===== config.mk =====
export PLATFORM = sky130hd
export DESIGN_NAME = line_follower_motor_sequencer
export DESIGN_NICKNAME = d
export VERILOG_FILES = /design/src/sv/lfms_pkg.sv /design/src/sv/lfms_cfg.sv /design/src/sv/lfms_decide.sv /design/src/sv/line_follower_motor_sequencer.sv
export SDC_FILE = /design/constraint.sdc
export NUM_CORES = 1
export LEC_CHECK = 0
export ABC_AREA = 0
export BUFFER_PORTS_ARGS = -buffer_cell sky130_fd_sc_hd__buf_2
export CAP_MARGIN = 40
export CORE_AREA = 2 2 122 89
export CTS_CLUSTER_DIAMETER = 30
export DETAILED_ROUTE_END_ITERATION = 7
export DIE_AREA = 0 0 124 91
export PLACE_DENSITY_LB_ADDON = 0.2
export SYNTH_ARGS = -nofsm -noshare
export SYNTH_HDL_FRONTEND = slang
export SYNTH_HIERARCHICAL = 1
export SYNTH_SLANG_ARGS = --single-unit

===== constraint.sdc =====
create_clock -name clk_i -period 3.3 [get_ports clk_i]
set_clock_uncertainty 0.05 [all_clocks]
set_input_delay 0.165 -clock clk_i [delete_from_list [all_inputs] [get_ports clk_i]]
set_output_delay 0.165 -clock clk_i [all_outputs]
set_load 0.005 [all_outputs]

===== src/sv/lfms_pkg.sv =====
`default_nettype none
package lfms_pkg;

  localparam int SensW  = 4;
  localparam int DirW   = 4;
  localparam int DutyW  = 6;
  localparam int TrimW  = 4;
  localparam int CfgW   = 10;
  localparam int CfgIdxW = 3;

  // Sensor patterns, bit3 outer left down to bit0 outer right.
  localparam logic [SensW-1:0] SensNone      = 4'b0000;
  localparam logic [SensW-1:0] SensAll       = 4'b1111;
  localparam logic [SensW-1:0] SensCentre    = 4'b0110;
  localparam logic [SensW-1:0] SensInnerR    = 4'b0010;
  localparam logic [SensW-1:0] SensInnerL    = 4'b0100;
  localparam logic [SensW-1:0] SensCornerA   = 4'b1110;
  localparam logic [SensW-1:0] SensCornerB   = 4'b1100;
  localparam logic [SensW-1:0] SensOuterL    = 4'b1000;
  localparam logic [SensW-1:0] SensOuterR    = 4'b0001;

  // H-bridge direction codes.
  localparam logic [DirW-1:0] DirStop    = 4'd0;
  localparam logic [DirW-1:0] DirFwd     = 4'd6;
  localparam logic [DirW-1:0] DirPivot   = 4'd4;
  localparam logic [DirW-1:0] DirOneWhl  = 4'd2;

  // Duty constants.
  localparam logic [DutyW-1:0] DutyCruise = 6'd20;
  localparam logic [DutyW-1:0] DutySlow   = 6'd15;
  localparam logic [DutyW-1:0] DutyFast   = 6'd24;
  localparam logic [DutyW-1:0] DutyCrawl  = 6'd10;
  localparam logic [DutyW-1:0] DutyArcHi  = 6'd28;
  localparam logic [DutyW-1:0] DutyArcMax = 6'd30;

  // Configuration reset values.
  localparam logic [CfgW-1:0] CheckWaitRst  = 10'd4;
  localparam logic [CfgW-1:0] SettleWaitRst = 10'd50;
  localparam logic [CfgW-1:0] StopWaitRst   = 10'd200;
  localparam logic [CfgW-1:0] ExitWaitRst   = 10'd600;
  localparam logic [CfgW-1:0] FinalWaitRst  = 10'd300;

  typedef enum logic [CfgIdxW-1:0] {
    CFG_RIGHT_TRIM  = 3'd0,
    CFG_CHECK_WAIT  = 3'd1,
    CFG_SETTLE_WAIT = 3'd2,
    CFG_STOP_WAIT   = 3'd3,
    CFG_EXIT_WAIT   = 3'd4,
    CFG_FINAL_WAIT  = 3'd5
  } cfg_idx_e;

  typedef enum logic [3:0] {
    PH_PASS    = 4'd0,
    PH_RCHECK  = 4'd1,
    PH_LTURN   = 4'd2,
    PH_LCHECK  = 4'd3,
    PH_CORNER  = 4'd4,
    PH_SETTLE  = 4'd5,
    PH_STOPPED = 4'd6,
    PH_SEEK    = 4'd7,
    PH_EXIT    = 4'd8,
    PH_ARCS    = 4'd9
  } phase_e;

  typedef struct packed {
    logic [TrimW-1:0] right_trim;
    logic [CfgW-1:0]  check_wait;
    logic [CfgW-1:0]  settle_wait;
    logic [CfgW-1:0]  stop_wait;
    logic [CfgW-1:0]  exit_wait;
    logic [CfgW-1:0]  final_wait;
  } cfg_t;

  typedef struct packed {
    logic [DirW-1:0]  dirs;
    logic [DutyW-1:0] left;
    logic [DutyW-1:0] right;
  } move_t;

  typedef struct packed {
    logic            drive;
    move_t           mv;
    logic            hold;
    logic [CfgW-1:0] wait_n;
    phase_e          next_ph;
  } pass_t;

endpackage
`default_nettype wire


===== src/sv/lfms_cfg.sv =====
`default_nettype none
module lfms_cfg (
  input  wire logic                        clk_i,
  input  wire logic                        rst_ni,
  input  wire logic                        cfg_we_i,
  input  wire logic [lfms_pkg::CfgIdxW-1:0] cfg_idx_i,
  input  wire logic [lfms_pkg::CfgW-1:0]   cfg_data_i,
  output lfms_pkg::cfg_t                   cfg_o
);
  import lfms_pkg::*;

  cfg_t cfg_q, cfg_d;

  always_comb begin
    cfg_d = cfg_q;
    if (cfg_we_i) begin
      unique case (cfg_idx_i)
        CFG_RIGHT_TRIM:  cfg_d.right_trim  = cfg_data_i[TrimW-1:0];
        CFG_CHECK_WAIT:  cfg_d.check_wait  = cfg_data_i;
        CFG_SETTLE_WAIT: cfg_d.settle_wait = cfg_data_i;
        CFG_STOP_WAIT:   cfg_d.stop_wait   = cfg_data_i;
        CFG_EXIT_WAIT:   cfg_d.exit_wait   = cfg_data_i;
        CFG_FINAL_WAIT:  cfg_d.final_wait  = cfg_data_i;
        default:         cfg_d = cfg_q;
      endcase
    end
  end

  always_ff @(posedge clk_i or negedge rst_ni) begin
    if (!rst_ni) begin
      cfg_q.right_trim  <= '0;
      cfg_q.check_wait  <= CheckWaitRst;
      cfg_q.settle_wait <= SettleWaitRst;
      cfg_q.stop_wait   <= StopWaitRst;
      cfg_q.exit_wait   <= ExitWaitRst;
      cfg_q.final_wait  <= FinalWaitRst;
    end else begin
      cfg_q <= cfg_d;
    end
  end

  assign cfg_o = cfg_q;

endmodule
`default_nettype wire


===== src/sv/lfms_decide.sv =====
`default_nettype none
module lfms_decide (
  input  wire lfms_pkg::phase_e           phase_i,
  input  wire logic [lfms_pkg::SensW-1:0] sensors_i,
  input  wire lfms_pkg::cfg_t             cfg_i,
  output lfms_pkg::pass_t                 pass_o
);
  import lfms_pkg::*;

  function automatic move_t mk(input logic [DirW-1:0] d, input logic [DutyW-1:0] l,
                               input logic [DutyW-1:0] r, input logic [TrimW-1:0] t);
    move_t m;
    m.dirs  = d;
    m.left  = l;
    m.right = r + DutyW'(t);
    return m;
  endfunction

  move_t mv_straight, mv_left, mv_right, mv_stop, mv_pivot, mv_final;
  move_t mv_arc_l, mv_arc_r;

  assign mv_straight = mk(DirFwd, DutyCruise, DutyCruise, cfg_i.right_trim);
  assign mv_left     = mk(DirFwd, DutySlow, DutyFast, cfg_i.right_trim);
  assign mv_right    = mk(DirFwd, DutyFast, DutySlow, cfg_i.right_trim);
  assign mv_stop     = mk(DirStop, '0, '0, '0);
  assign mv_pivot    = mk(DirPivot, DutySlow, DutyCrawl, cfg_i.right_trim);
  assign mv_final    = mk(DirOneWhl, DutySlow, '0, '0);
  assign mv_arc_l    = mk(DirFwd, DutyCrawl, DutyArcHi, cfg_i.right_trim);
  assign mv_arc_r    = mk(DirFwd, DutyArcMax, DutyCrawl, '0);

  // The pass falls through the checks in order; a check that starts a wait
  // ends the pass, as does the seek check; otherwise control moves on to the later checks.
  always_comb begin
    phase_e at;
    logic   done;
    pass_o         = '0;
    pass_o.next_ph = PH_PASS;
    done           = 1'b0;
    unique case (phase_i)
      PH_PASS, PH_RCHECK, PH_LTURN, PH_LCHECK, PH_CORNER, PH_SETTLE,
      PH_STOPPED, PH_SEEK, PH_EXIT, PH_ARCS: at = phase_i;
      default: at = PH_PASS;
    endcase

    if (at == PH_PASS) begin
      if (sensors_i == SensNone) begin
        pass_o.drive = 1'b1;
        pass_o.mv    = mv_stop;
      end
      if (sensors_i == SensAll || sensors_i == SensCentre) begin
        pass_o.drive = 1'b1;
        pass_o.mv    = mv_straight;
      end
      if (sensors_i == SensInnerR) begin
        pass_o.drive   = 1'b1;
        pass_o.mv      = mv_right;
        pass_o.hold    = 1'b1;
        pass_o.wait_n  = cfg_i.check_wait;
        pass_o.next_ph = PH_RCHECK;
        done           = 1'b1;
      end else begin
        at = PH_LTURN;
      end
    end
    if (!done && at == PH_RCHECK) begin
      if (sensors_i == SensNone) begin
        pass_o.drive   = 1'b1;
        pass_o.mv      = mv_left;
        pass_o.hold    = 1'b1;
        pass_o.wait_n  = cfg_i.settle_wait;
        pass_o.next_ph = PH_LTURN;
        done           = 1'b1;
      end else begin
        at = PH_LTURN;
      end
    end
    if (!done && at == PH_LTURN) begin
      if (sensors_i == SensInnerL) begin
        pass_o.drive   = 1'b1;
        pass_o.mv      = mv_left;
        pass_o.hold    = 1'b1;
        pass_o.wait_n  = cfg_i.check_wait;
        pass_o.next_ph = PH_LCHECK;
        done           = 1'b1;
      end else begin
        at = PH_CORNER;
      end
    end
    if (!done && at == PH_LCHECK) begin
      if (sensors_i == SensNone) begin
        pass_o.drive   = 1'b1;
        pass_o.mv      = mv_right;
        pass_o.hold    = 1'b1;
        pass_o.wait_n  = cfg_i.settle_wait;
        pass_o.next_ph = PH_CORNER;
        done           = 1'b1;
      end else begin
        at = PH_CORNER;
      end
    end
    if (!done && at == PH_CORNER) begin
      if (sensors_i == SensCornerA || sensors_i == SensCornerB) begin
        pass_o.drive   = 1'b1;
        pass_o.mv      = mv_straight;
        pass_o.hold    = 1'b1;
        pass_o.wait_n  = cfg_i.settle_wait;
        pass_o.next_ph = PH_SETTLE;
        done           = 1'b1;
      end else begin
        at = PH_ARCS;
      end
    end
    if (!done && at == PH_SETTLE) begin
      if (sensors_i == SensNone) begin
        pass_o.drive   = 1'b1;
        pass_o.mv      = mv_stop;
        pass_o.hold    = 1'b1;
        pass_o.wait_n  = cfg_i.stop_wait;
        pass_o.next_ph = PH_STOPPED;
        done           = 1'b1;
      end else begin
        at = PH_ARCS;
      end
    end
    if (!done && at == PH_STOPPED) begin
      pass_o.drive = 1'b1;
      pass_o.mv    = mv_pivot;
      at           = PH_SEEK;
    end
    if (!done && at == PH_SEEK) begin
      pass_o.next_ph = PH_SEEK;
      if (sensors_i == SensInnerL || sensors_i == SensCentre) begin
        pass_o.drive   = 1'b1;
        pass_o.mv      = mv_straight;
        pass_o.hold    = 1'b1;
        pass_o.wait_n  = cfg_i.exit_wait;
        pass_o.next_ph = PH_EXIT;
      end
      done = 1'b1;
    end
    if (!done && at == PH_EXIT) begin
      pass_o.drive   = 1'b1;
      pass_o.mv      = mv_final;
      pass_o.hold    = 1'b1;
      pass_o.wait_n  = cfg_i.final_wait;
      pass_o.next_ph = PH_ARCS;
      done           = 1'b1;
    end
    if (!done) begin
      if (sensors_i == SensOuterL) begin
        pass_o.drive = 1'b1;
        pass_o.mv    = mv_arc_l;
      end
      if (sensors_i == SensOuterR) begin
        pass_o.drive = 1'b1;
        pass_o.mv    = mv_arc_r;
      end
    end
  end

endmodule
`default_nettype wire


===== src/sv/line_follower_motor_sequencer.sv =====
// Channel  Dir  Handshake                       Payload
// s_axis   in   s_axis_tvalid_i/s_axis_tready_o  sensors
// m_axis   out  m_axis_tvalid_o/m_axis_tready_i  bridge_dirs, duty_left, duty_right, busy_res
// cfg      in   cfg_we_i (no back-pressure)      register index and value
//
// One item per cycle is sustained while the output is not stalled; the result
// of an item passes through the input register, then the result register.
// The decision pass and the wait countdown both sit between those two registers.
// Reset clears the phase, the countdown and the motor outputs, and loads the
// configuration reset values.
// A stall on the output holds both registers; the input side stalls only
// once both are full.
`default_nettype none
module line_follower_motor_sequencer #(
  parameter int WAIT_BITS = 10
) (
  input  wire logic        clk_i,
  input  wire logic        rst_ni,
  input  wire logic        s_axis_tvalid_i,
  output logic             s_axis_tready_o,
  input  wire logic [7:0]  s_axis_tdata_i,   // [3:0] sensors
  output logic             m_axis_tvalid_o,
  input  wire logic        m_axis_tready_i,
  output logic [23:0]      m_axis_tdata_o,   // [3:0] bridge_dirs, [9:4] duty_left,
                                             // [15:10] duty_right, [16] busy_res
  input  wire logic        cfg_we_i,
  input  wire logic [lfms_pkg::CfgIdxW-1:0] cfg_idx_i,
  input  wire logic [lfms_pkg::CfgW-1:0]    cfg_data_i
);
  import lfms_pkg::*;

  localparam int WideW = (WAIT_BITS > CfgW) ? WAIT_BITS : CfgW;
  localparam logic [WideW-1:0] WaitMaxW = WideW'((64'd1 << WAIT_BITS) - 64'd1);
  localparam logic [WAIT_BITS-1:0] CntOne = WAIT_BITS'(1);

  cfg_t  cfg;
  pass_t pass;

  logic             in_valid_q, in_valid_d;
  logic [SensW-1:0] sens_q;
  logic             out_valid_q;
  logic [23:0]      out_data_q;

  phase_e               phase_q, phase_d;
  logic [WAIT_BITS-1:0] cnt_q, cnt_d;
  move_t                mv_q, mv_d;

  logic advance, step, s_accept;
  logic [WideW-1:0]     wait_w;
  logic [WAIT_BITS-1:0] wait_sat;

  lfms_cfg u_cfg (
    .clk_i      (clk_i),
    .rst_ni     (rst_ni),
    .cfg_we_i   (cfg_we_i),
    .cfg_idx_i  (cfg_idx_i),
    .cfg_data_i (cfg_data_i),
    .cfg_o      (cfg)
  );

  lfms_decide u_decide (
    .phase_i   (phase_q),
    .sensors_i (sens_q),
    .cfg_i     (cfg),
    .pass_o    (pass)
  );

  assign advance         = !out_valid_q || m_axis_tready_i;
  assign step            = in_valid_q && advance;
  assign s_axis_tready_o = !in_valid_q || advance;
  assign s_accept        = s_axis_tvalid_i && s_axis_tready_o;

  always_comb begin
    in_valid_d = in_valid_q;
    if (s_accept) begin
      in_valid_d = 1'b1;
    end else if (advance) begin
      in_valid_d = 1'b0;
    end
  end

  // Wait length: saturate to the counter range, and a zero wait counts as one.
  always_comb begin
    wait_w = WideW'(pass.wait_n);
    if (wait_w > WaitMaxW) begin
      wait_w = WaitMaxW;
    end
    wait_sat = wait_w[WAIT_BITS-1:0];
    if (wait_sat == '0) begin
      wait_sat = CntOne;
    end
  end

  always_comb begin
    phase_d = phase_q;
    cnt_d   = cnt_q;
    mv_d    = mv_q;
    if (cnt_q > CntOne) begin
      cnt_d = cnt_q - CntOne;
    end else begin
      cnt_d   = '0;
      phase_d = pass.next_ph;
      if (pass.drive) begin
        mv_d = pass.mv;
      end
      if (pass.hold) begin
        cnt_d = wait_sat;
      end
    end
  end

  always_ff @(posedge clk_i or negedge rst_ni) begin
    if (!rst_ni) begin
      in_valid_q  <= 1'b0;
      out_valid_q <= 1'b0;
      phase_q     <= PH_PASS;
      cnt_q       <= '0;
      mv_q        <= '0;
    end else begin
      in_valid_q <= in_valid_d;
      if (advance) begin
        out_valid_q <= step;
      end
      if (step) begin
        phase_q <= phase_d;
        cnt_q   <= cnt_d;
        mv_q    <= mv_d;
      end
    end
  end

  always_ff @(posedge clk_i) begin
    if (s_accept) begin
      sens_q <= s_axis_tdata_i[SensW-1:0];
    end
    if (step) begin
      out_data_q <= {7'd0, (phase_d != PH_PASS), mv_d.right, mv_d.left, mv_d.dirs};
    end
  end

  assign m_axis_tvalid_o = out_valid_q;
  assign m_axis_tdata_o  = out_data_q;

  a_cnt_has_phase: assert property (@(posedge clk_i) disable iff (!rst_ni)
    (cnt_q != '0) |-> (phase_q != PH_PASS))
    else $error("countdown running without a pending phase");

  a_hold_phase: assert property (@(posedge clk_i) disable iff (!rst_ni)
    (step && cnt_q > CntOne) |=> (phase_q == $past(phase_q)))
    else $error("phase moved during a timed wait");

  a_hold_move: assert property (@(posedge clk_i) disable iff (!rst_ni)
    (step && cnt_q > CntOne) |=> (mv_q == $past(mv_q)))
    else $error("motor outputs changed during a timed wait");

  a_ready_when_empty: assert property (@(posedge clk_i) disable iff (!rst_ni)
    !out_valid_q |-> s_axis_tready_o)
    else $error("input stalled with an empty result register");

endmodule
`default_nettype wire

After elaboration in Yosys (flattened, before gate mapping)
Cells that the tools add are included.

Flip-flop bits (word level): 107. Output and inout port bits: 26. Logic and storage cells: 149.

Add/subtract/negate cells: 6. $lt $le $gt $ge: 2. Equality and inequality tests: 30. Multiplexer cells: 58. Reduce and logical (&&, ||, !) cells: 38.

Operators with widths (number): $mux 32 (15); $mux 17 (6); $mux 4 (15); $eq 4x3->1 const B (10); $mux 10 (4); $mux 16 (2); $eq 4x4->1 const B (7); $eq 4x2->1 const B (5); $add 5x4->6 const A (3); $mux 1 (16); $eq 4x1->1 const B (3); $logic_not 4->1 (3); $reduce_and 2->1 (6); $add 4x4->5 const A (2); $gt 10x1->1 const B (1); $gt 10x10->1 const B (1); $logic_and 1x1->1 (10); $logic_not 10->1 (1); $reduce_or 10->1 (1); $sub 10x1->10 const B (1); $logic_not 1->1 (9); $eq 3x2->1 const B (2); $eq 3x3->1 const B (2); $logic_or 1x1->1 (5); other kinds (4) (4).

Logic depth before layout (Yosys ltp)
Gate-level depths: netlist (run 1).

Word-level depth: 35. Mapped depth: 12. Mapped depth without buffers: 10.

By module
The synthesis (run 1) kept the hierarchy.

Modules (own cells, without submodules): line_follower_motor_sequencer (instances 1, cells an instance 182, area each 2471.1 um^2, sequential area each 1431.4 um^2); lfms_cfg (instances 1, cells an instance 119, area each 2100.8 um^2, sequential area each 1370.1 um^2); lfms_decide (instances 1, cells an instance 204, area each 1270.0 um^2, sequential area each 0.0 um^2).

Worst setup path after synthesis (run 1)
Ideal clock, no wire load.

Path type: register -> register. From: register sens_q[0]. To: register cnt_q[0]. Data arrival time: 2744 ps. Required time: 3150 ps. Slack: 406 ps. Stages on the path, launching flop included: 12. Buffers on the path: 1. Cell sequence: edfxtp_1 > buf_6 > or4b_1 > o2bb2ai_1 > o21bai_2 > o21ai_1 > nand2_1 > o211ai_1 > or4_1 > nor3_1 > o2111ai_1 > o211ai_1.

RTL lines: from (decl) (RTL line line_follower_motor_sequencer.sv:40) `logic [SensW-1:0] sens_q;`; from (signal assigned) (RTL line line_follower_motor_sequencer.sv:134) `sens_q <= s_axis_tdata_i[SensW-1:0];`; to (signal assigned) (RTL line line_follower_motor_sequencer.sv:126) `cnt_q <= cnt_d;`; to (decl) (RTL line line_follower_motor_sequencer.sv:45) `logic [WAIT_BITS-1:0] cnt_q, cnt_d;`.

==> impl_metrics.json, run 1 <==
{
  "htreeDepth": 3,
  "power.leakage_nw": 2.87,
  "max_cap_violations": 0,
  "dpl.hpwl_mm": 9.52,
  "boundaryPins": 52,
  "area_delta_synth_final_pct": 12.6,
  "portBuffers": 40,
  "numCtsBuffers": 9,
  "placed_cells": 671,
  "timing.hold.ws_ns": 0.0507,
  "p_per_area_nw_per_um2": 527,
  "cts_root_buf": "clkbuf_16",
  "wl_mm": 13.3,
  "place_area_sq_um": 6210,
  "crit_chain": "or4b_1 > and2_1 > o21bai_1 > a21oi_2 > nand2_1 > a31oi_1 > buf_4 > or4_1 > nor3_1 > o2111ai_1 > o211ai_1",
  "cp.arrival_ns": 3.35,
  "synthArstFlopShare_pct": 80.4,
  "post-cts-setup-buffers": 0,
  "grt_pass1_vias": 4305,
  "worst_setup_path_end_kind": "flip-flop",
  "fin_area_sq_um": 6580,
  "worst_path_max_delay_cell": "or4b_1",
  "grt_max_degree": 52,
  "ys_seq_area_share_pct": 48.0,
  "grt_setup_unrepaired": "no",
  "antenna_found_initial": 0,
  "instances_no_fill": 693,
  "hp-class": "in -> reg",
  "die_h_microns": 91,
  "finalHoldViolCount": 0,
  "synth-seq-cells": 107,
  "ys_types": 74,
  "fmax_mhz": 319,
  "drt_iter0_markers": 395,
  "path_class": "reg -> reg",
  "num_vias": 4302,
  "fin_setup_tns_ns": 0,
  "ant_nets": 0,
  "die_w_microns": 124,
  "num_rows": 31,
  "track_usage_pct": 25.4,
  "slew_headroom_pct": 48.3,
  "routabilityCongestion": 0.883,
  "nNetsFinal": 591,
  "firstDrtPassIters": 5,
  "synth_edf_count": 21,
  "peakVddDrop_mv": 0.352,
  "finalWorstPathRequiredPeriod_ns": 3.14,
  "start_util_pct": 57.9,
  "clock_latency_ns": 0.35,
  "final_util_pct": 65.2,
  "clkSinkCount": 107,
  "critical-path-top-delay-family": "simple AND/OR/NAND/NOR gates",
  "post_route_cells_drive_above_1_share_pct": 34.6,
  "period_share_pct": 95.0,
  "wl_per_cell_microns": 19.2,
  "cp_max_fo": 10,
  "clk_pin_slew_worst_paths_ns": 0.07,
  "yosys_warnings": 6,
  "cts_tree": "done",
  "postSynthAreaPerCell_sq_um": 11.6,
  "tightest_slew_ns": 0.756,
  "cp.required_ns": 3.51,
  "gr-total-overflow": 0,
  "setup-violations-final": 0,
  "cp_num_buf_inv": 1,
  "status": "complete, no violations",
  "synthCells": 505,
  "core_area_sq_um": 10100,
  "slowest_delay_ns": 0.63,
  "synth_area_sq_um": 5840,
  "drc_errors": 0,
  "synth_flop_cell": "dfrtp_1",
  "grt_pass1_wl_mm": 22.0,
  "clockBufferDepth": 2,
  "slew_viol_final": 0,
  "start_kind": "flip-flop",
  "die_area_sq_um": 11300,
  "num_antenna_cells": 0,
  "via_per_inst": 6.21
}
==> cells by family (layout without fill, tap and decap cells) <==
group	Yosys count	count (layout)	synth area share, %
xor gates and xnor gates	1	1	0.150
buffers and inverters	48	96	4.78
other	2	10	0.129
DFF	107	107	48.0
adders and majority gates	9	9	1.93
muxes	91	91	17.5
AOI/OAI and AO/OA	99	99	12.2
and+or+nand+nor	148	148	15.3
==> routing by layer <==
layer  routed length (microns)  track usage, %
met3                      1150            8.17
met5                         0               0
met4                       201            7.77
met1                      6050            36.0
met2                      5920            37.2
==> path summary, 6_finish.rpt <==
check                                    from         endpoint  slack, ns  cells past startpoint
worst max-delay path                sens_q[3]         cnt_q[0]       0.16                     11
worst min-delay path            cfg_data_i[5]  u_cfg/cfg_o[45]       0.05                      2
worst max register to register      sens_q[3]         cnt_q[0]       0.16                     11
worst min register to register       mv_q[14]         mv_q[14]       0.43                      1
max in group asynchronous              rst_ni   u_cfg/cfg_o[3]       2.26                      3
min in group asynchronous              rst_ni   u_cfg/cfg_o[6]       0.27                      2
==> state kept, by name, indices dropped and copies added (netlist names) <==
name and count:
u_cfg/cfg_o 54, mv_q 16, sens_q 4, m_axis_tdata_o 17
in_valid_q 1, cnt_q 10, phase_q 4, m_axis_tvalid_o 1
==> timing repair <==
action,4_1_cts,5_1_grt
resized for setup,0,3
hold buffers,6,0
setup endpoints to repair,0,1
endpoints found under the hold margin,38,0
==> metrics by stage <==
stage / total power [mW] / setup slack, ns
2_1_floorplan: 2.22 / 0.406
5_1_grt: 3.64 / 0.0152
3_5_place_dp: 2.44 / 0.122
4_1_cts: 3.47 / 0.0766
6_report: 3.46 / 0.165
3_3_place_gp: 2.39 / 0.198
==> area by class of cell <==
cell class / count / area [sq um]
sequential: 107 / 2800
tap: 132 / 165
clock inverter: 6 / 45.0
multi-input combinational: 358 / 2810
inverter: 14 / 52.6
timing repair buffer: 66 / 458
clock buffer: 10 / 239
fill: 772 / 3510
==> worst reg2reg max path, cell delays in order, from the launching register on <==
cell and delay (ns):
edfxtp_1 0.56, or4b_1 0.63, and2_1 0.21, o21bai_1 0.20
a21oi_2 0.20, nand2_1 0.11, a31oi_1 0.09, buf_4 0.16
or4_1 0.44, nor3_1 0.16, o2111ai_1 0.12, o211ai_1 0.12
==> synthesized netlist by cell type, types with 11 or more instances <==
cell type  number  area share, %
mux2_2         81             16
dfrtp_1        71             30
nand2_1        42            2.7
nor2_1         33            2.1
edfxtp_1       21             11
dfstp_2        15            6.7
o21ai_0        14            1.2
inv_1          13           0.84
buf_4          12            1.5
a21oi_1        11           0.94
a221oi_1       11            1.6
a31oi_1        11            1.2
==> cells in the final DEF, fill, tap and decap left out, types with 7 or more instances in the layout <==
| cell | count |
|---|---|
| ha_1 | 9 |
| o21ai_0 | 14 |
| nand3_1 | 10 |
| inv_1 | 13 |
| mux2_2 | 81 |
| nand2_1 | 42 |
| a31oi_1 | 11 |
| clkbuf_16 | 9 |
| buf_2 | 39 |
| a22oi_1 | 7 |
| dfrtp_1 | 71 |
| buf_4 | 18 |
| a221oi_1 | 11 |
| nand2b_1 | 8 |
| conb_1 | 10 |
| mux2_1 | 10 |
| nor2_1 | 33 |
| edfxtp_1 | 21 |
| dfstp_2 | 15 |
| o21ai_1 | 7 |
| a21oi_1 | 10 |
==> report_power, final <==
group	leakage, nW	total (mW)	switching, mW	internal, mW
clock network	0.140	1.03	0.494	0.540
logic	1.48	0.648	0.336	0.312
registers	1.25	1.78	0.185	1.60
Power figures use the tool's default switching activity.
==> run 2, diff against run 1 <==
--- a/config.mk
+++ b/config.mk
@@ -10,9 +10,11 @@
 export CAP_MARGIN = 40
 export CORE_AREA = 2 2 122 89
 export CTS_CLUSTER_DIAMETER = 30
+export CTS_CLUSTER_SIZE = 30
 export DETAILED_ROUTE_END_ITERATION = 7
 export DIE_AREA = 0 0 124 91
 export PLACE_DENSITY_LB_ADDON = 0.2
+export RECOVER_POWER = 25
 export SYNTH_ARGS = -nofsm -noshare
 export SYNTH_HDL_FRONTEND = slang
 export SYNTH_HIERARCHICAL = 1
==> impl_metrics.json, run 2 (synthesized netlist as in run 1, its figures left out) <==
{
  "cp_max_fo": 10,
  "boundaryPins": 52,
  "ant_nets": 0,
  "dpl.hpwl_mm": 9.52,
  "cts_tree": "done",
  "portBuffers": 40,
  "nNetsFinal": 591,
  "gr-total-overflow": 0,
  "grt_max_degree": 52,
  "grt_setup_unrepaired": "no",
  "status": "finished with violations",
  "period_share_pct": 95.1,
  "clkSinkCount": 107,
  "peakVddDrop_mv": 0.351,
  "cp.arrival_ns": 3.35,
  "rr_startpoint": "sens_q[3]",
  "num_antenna_cells": 0,
  "violations": "capacitance limit, slew limit",
  "layout_commonest_cell": "mux2_2",
  "setup-violations-final": 0,
  "num_vias": 4281,
  "n_fill_cell": 773,
  "min_to": "u_cfg/cfg_o[45]",
  "wl_per_cell_microns": 19.2,
  "cts_root_buf": "clkbuf_16",
  "clock_latency_ns": 0.35,
  "die_w_microns": 124,
  "die_area_sq_um": 11300,
  "num_rows": 31,
  "core_area_sq_um": 10100,
  "fin_setup_tns_ns": 0,
  "worst_path_max_delay_cell": "or4b_1",
  "r2r_slack_ns": 0.16,
  "slew_viol_final": 36,
  "reg2reg_depth": 10,
  "clk_pin_slew_worst_paths_ns": 0.07,
  "reg2reg_to": "cnt_q[0]",
  "drc_errors": 0,
  "post_route_cells_drive_above_1_share_pct": 33.5,
  "hp-start": "cfg_data_i[5]",
  "drt_iter0_markers": 390,
  "critical-path-top-delay-family": "simple AND/OR/NAND/NOR gates",
  "place_area_sq_um": 6210,
  "p_per_area_nw_per_um2": 526,
  "grt_pass1_vias": 4305,
  "antenna_found_initial": 0,
  "die_h_microns": 91,
  "fin_area_sq_um": 6570,
  "hold_depth": 2,
  "final_cell_mix": "mux2_2, dfrtp_1, nand2_1",
  "clockBufferDepth": 2,
  "power.leakage_nw": 2.87,
  "max_cap_violations": 1,
  "cp_num_buf_inv": 0,
  "path_class": "reg -> reg",
  "grt_pass1_wl_mm": 22.0,
  "area_delta_synth_final_pct": 12.4,
  "numCtsBuffers": 9,
  "crit_chain": "or4b_1 > and2_1 > o21bai_1 > a21oi_2 > nand2_1 > a31oi_1 > or4_1 > nor3_1 > o2111ai_1 > o211ai_1",
  "htreeDepth": 3,
  "wl_mm": 13.3,
  "slew_headroom_pct": -41.0,
  "firstDrtPassIters": 6,
  "placed_cells": 671,
  "slowest_delay_ns": 0.63,
  "routabilityCongestion": 0.883,
  "finalWorstPathRequiredPeriod_ns": 3.14,
  "start_util_pct": 57.9,
  "instances_no_fill": 693,
  "start_kind": "flip-flop",
  "finalHoldViolCount": 0,
  "fmax_mhz": 319,
  "hp-class": "in -> reg",
  "track_usage_pct": 25.4,
  "cp.required_ns": 3.51,
  "tightest_slew_ns": 2.11,
  "via_per_inst": 6.18,
  "largest_reg_flops": 54,
  "worst_setup_path_end_kind": "flip-flop",
  "post-cts-setup-buffers": 0
}
## run 2: cell types whose count changed in the layout (fill, tap and decap cells not counted)
cell,previous run,this run
buf_4,18,17
and4bb_2,3,0
buf_2,39,37
and4bb_1,0,3
clkbuf_1,0,3
## run 2: power breakdown
part	switching, mW	leakage, nW	total [mW]	internal, mW
combinational	0.335	1.48	0.647	0.311
clock	0.491	0.140	1.03	0.540
sequential	0.184	1.25	1.78	1.60
## run 2: worst reg2reg max path: stages (launching register included)
cell       delay [ns]
edfxtp_1         0.56
or4b_1           0.63
and2_1           0.21
o21bai_1         0.21
a21oi_2          0.20
nand2_1          0.14
a31oi_1          0.12
or4_1            0.52
nor3_1           0.18
o2111ai_1        0.12
o211ai_1         0.12
## run 2: through the flow
| stage | worst slack [ns] | utilization, % | hold slack (ns) | power, mW |
|---|---|---|---|---|
| 2_1_floorplan | 0.406 | - | -0.181 | 2.22 |
| 3_3_place_gp | 0.198 | 61.4 | 0.295 | 2.39 |
| 3_5_place_dp | 0.122 | 61.6 | 0.110 | 2.44 |
| 4_1_cts | 0.0766 | 65.0 | 0.0456 | 3.47 |
| 5_1_grt | 0.0152 | 65.1 | 0.0507 | 3.64 |
| 6_report | 0.161 | 65.1 | 0.0561 | 3.46 |
## run 2: area by class of cell
cell class / count / area, sq um / share of cell area [%]
clock inverter: 6 / 45.0 / 0.686
multi-input combinational: 358 / 2810 / 42.8
timing repair buffer: 66 / 452 / 6.88
inverter: 14 / 52.6 / 0.800
sequential: 107 / 2800 / 42.6
tap: 132 / 165 / 2.51
clock buffer: 10 / 239 / 3.64
## run 2: how the worst max path moves through the flow
stage                           to      start  cells past startpoint
after floorplan           cnt_q[0]  sens_q[0]                     11
after global placement    cnt_q[0]  sens_q[3]                     11
after detailed placement  cnt_q[0]  sens_q[3]                     10
after CTS                 cnt_q[0]  sens_q[3]                     11
after global routing      cnt_q[0]  sens_q[3]                     11
final                     cnt_q[0]  sens_q[3]                     10
## run 2: routing by layer
layer	wire [microns]	share of wire [%]	vias up	GRT usage, %
met5	0	0	-	0
met4	183	1.4	0	7.77
met3	1140	8.5	17	8.17
met2	5930	45	179	37.2
met1	6070	46	2113	36.0
li1	-	-	1972	-
## run 2: timing repair
item	4_1_cts	5_1_grt
hold endpoints to repair	38	0
hold buffers	6	0
setup endpoints to repair	0	1
gates resized for setup	0	3
==> run 3, diff against run 2 <==
--- a/config.mk
+++ b/config.mk
@@ -8,11 +8,11 @@
 export ABC_AREA = 0
 export BUFFER_PORTS_ARGS = -buffer_cell sky130_fd_sc_hd__buf_2
 export CAP_MARGIN = 40
-export CORE_AREA = 2 2 122 89
+export CORE_AREA = 2 2 103 105
 export CTS_CLUSTER_DIAMETER = 30
 export CTS_CLUSTER_SIZE = 30
 export DETAILED_ROUTE_END_ITERATION = 7
-export DIE_AREA = 0 0 124 91
+export DIE_AREA = 0 0 105 107
 export PLACE_DENSITY_LB_ADDON = 0.2
 export RECOVER_POWER = 25
 export SYNTH_ARGS = -nofsm -noshare
==> impl_metrics.json, run 3 (synthesized netlist as in run 1, its figures left out) <==
{
  "track_usage_pct": 23.2,
  "ff_latch_area_sq_um": 2800,
  "fin_area_sq_um": 6460,
  "ant_nets": 0,
  "worst_setup_path_end_kind": "flip-flop",
  "timing.hold.ws_ns": 0.0243,
  "crit_chain": "buf_4 > nor4_4 > buf_4 > nand4b_4 > a22oi_2 > nor2_1 > or4_1 > a221o_1 > mux2_2",
  "final_cell_mix": "mux2_2, dfrtp_1, nand2_1",
  "final_util_pct": 64.0,
  "firstDrtPassIters": 5,
  "num_vias": 4179,
  "cp.arrival_ns": 3.27,
  "setup-violations-final": 0,
  "critical-path-top-delay-family": "simple AND/OR/NAND/NOR gates",
  "grt_pass1_vias": 4127,
  "placed_cells": 671,
  "status": "finished with violations",
  "antenna_found_initial": 0,
  "place_area_sq_um": 6140,
  "instances_no_fill": 700,
  "dpl_worst_slack_ns": 0.106,
  "grt_pass1_wl_mm": 20.8,
  "cp_common_cell": "buf_4",
  "boundaryPins": 52,
  "portBuffers": 40,
  "die_w_microns": 105,
  "via_per_inst": 5.97,
  "routabilityCongestion": 0.913,
  "cts_tree": "done",
  "layout_commonest_cell": "mux2_2",
  "period_share_pct": 96.6,
  "peakVddDrop_mv": 0.296,
  "finalHoldViolCount": 0,
  "grt_max_degree": 39,
  "die_area_sq_um": 11200,
  "wl_mm": 12.7,
  "gr-total-overflow": 0,
  "wl_met3_microns": 569,
  "cts_root_buf": "clkbuf_8",
  "slew_viol_final": 39,
  "drc_errors": 0,
  "n_fill_cell": 805,
  "core_area_sq_um": 10100,
  "wl_per_cell_microns": 18.1,
  "start_util_pct": 57.9,
  "max_cap_violations": 1,
  "slowest_delay_ns": 0.53,
  "num_rows": 37,
  "area_delta_synth_final_pct": 10.6,
  "dpl.hpwl_mm": 8.78,
  "worst_path_max_delay_cell": "or4_1",
  "p_total_mw": 3.19,
  "clkSinkCount": 107,
  "clock_latency_ns": 0.36,
  "multi_input_area_sq_um": 2820,
  "largest_reg_flops": 54,
  "fin_setup_tns_ns": 0,
  "start_kind": "flip-flop",
  "m1WireLength_mm": 5.69,
  "die_h_microns": 107,
  "clk_pin_slew_worst_paths_ns": 0.12,
  "setup_slack_ns": 0.111,
  "cp_max_fo": 8,
  "p_per_area_nw_per_um2": 494,
  "dr_wl_met2_mm": 6.30,
  "cp_num_buf_inv": 2,
  "path_class": "reg -> reg",
  "nNetsFinal": 594,
  "num_antenna_cells": 0,
  "violations": "capacitance limit, slew limit",
  "hp-class": "in -> reg",
  "htreeDepth": 3,
  "cp.required_ns": 3.38,
  "slew_headroom_pct": -40.3,
  "tightest_slew_ns": 2.10,
  "fmax_mhz": 314,
  "power.leakage_nw": 2.83,
  "numCtsBuffers": 9,
  "drt_iter0_markers": 252,
  "clockBufferDepth": 2,
  "finalWorstPathRequiredPeriod_ns": 3.19,
  "dr.max_layer_used": "met4",
  "post_route_cells_drive_above_1_share_pct": 34.2
}
[run 3: changes by cell type in the layout (fill, tap and decap cells not counted), sizes merged]
cell,change
buf,+3
clkbuf,-1
clkinv,+1
clkinvlp,-1
inv,+1
[run 3: what timing repair did]
action | CTS | global route
buffers inserted | 0 | 7
hold endpoints to repair | 37 | 0
hold buffers | 6 | 0
setup endpoints to repair | 0 | 4
resized for setup | 0 | 6
[run 3: layer usage]
metal,GRT usage [%],vias up
li1,-,1973
met1,31.4,2075
met2,39.7,120
met3,2.98,11
met4,6.29,0
met5,0,-
[run 3: final cells by class]
class	count	share of cell area, %
Tap cell	136	2.63
Sequential cell	107	43.3
Multi-Input combinational cell	358	43.6
Inverter	14	0.813
Clock buffer	9	1.92
Clock inverter	7	1.06
Timing Repair Buffer	69	6.64
[run 3: path summary, 6_finish.rpt]
path	startpoint	end	slack (ns)	cells past startpoint
min in group asynchronous	rst_ni	mv_q[4]	0.88	2
hold reg to reg	mv_q[13]	mv_q[13]	0.44	1
hold / removal	cfg_data_i[8]	u_cfg/cfg_o[18]	0.02	2
setup reg to reg	sens_q[0]	m_axis_tdata_o[14]	0.11	9
setup / recovery	sens_q[0]	m_axis_tdata_o[14]	0.11	9
max in group asynchronous	rst_ni	u_cfg/cfg_o[13]	0.96	3
[run 3: report_power, final]
| part | total [mW] | leakage, nW | internal [mW] | switching [mW] |
|---|---|---|---|---|
| clock network | 0.779 | 0.101 | 0.297 | 0.482 |
| logic | 0.637 | 1.48 | 0.311 | 0.327 |
| registers | 1.78 | 1.25 | 1.59 | 0.182 |
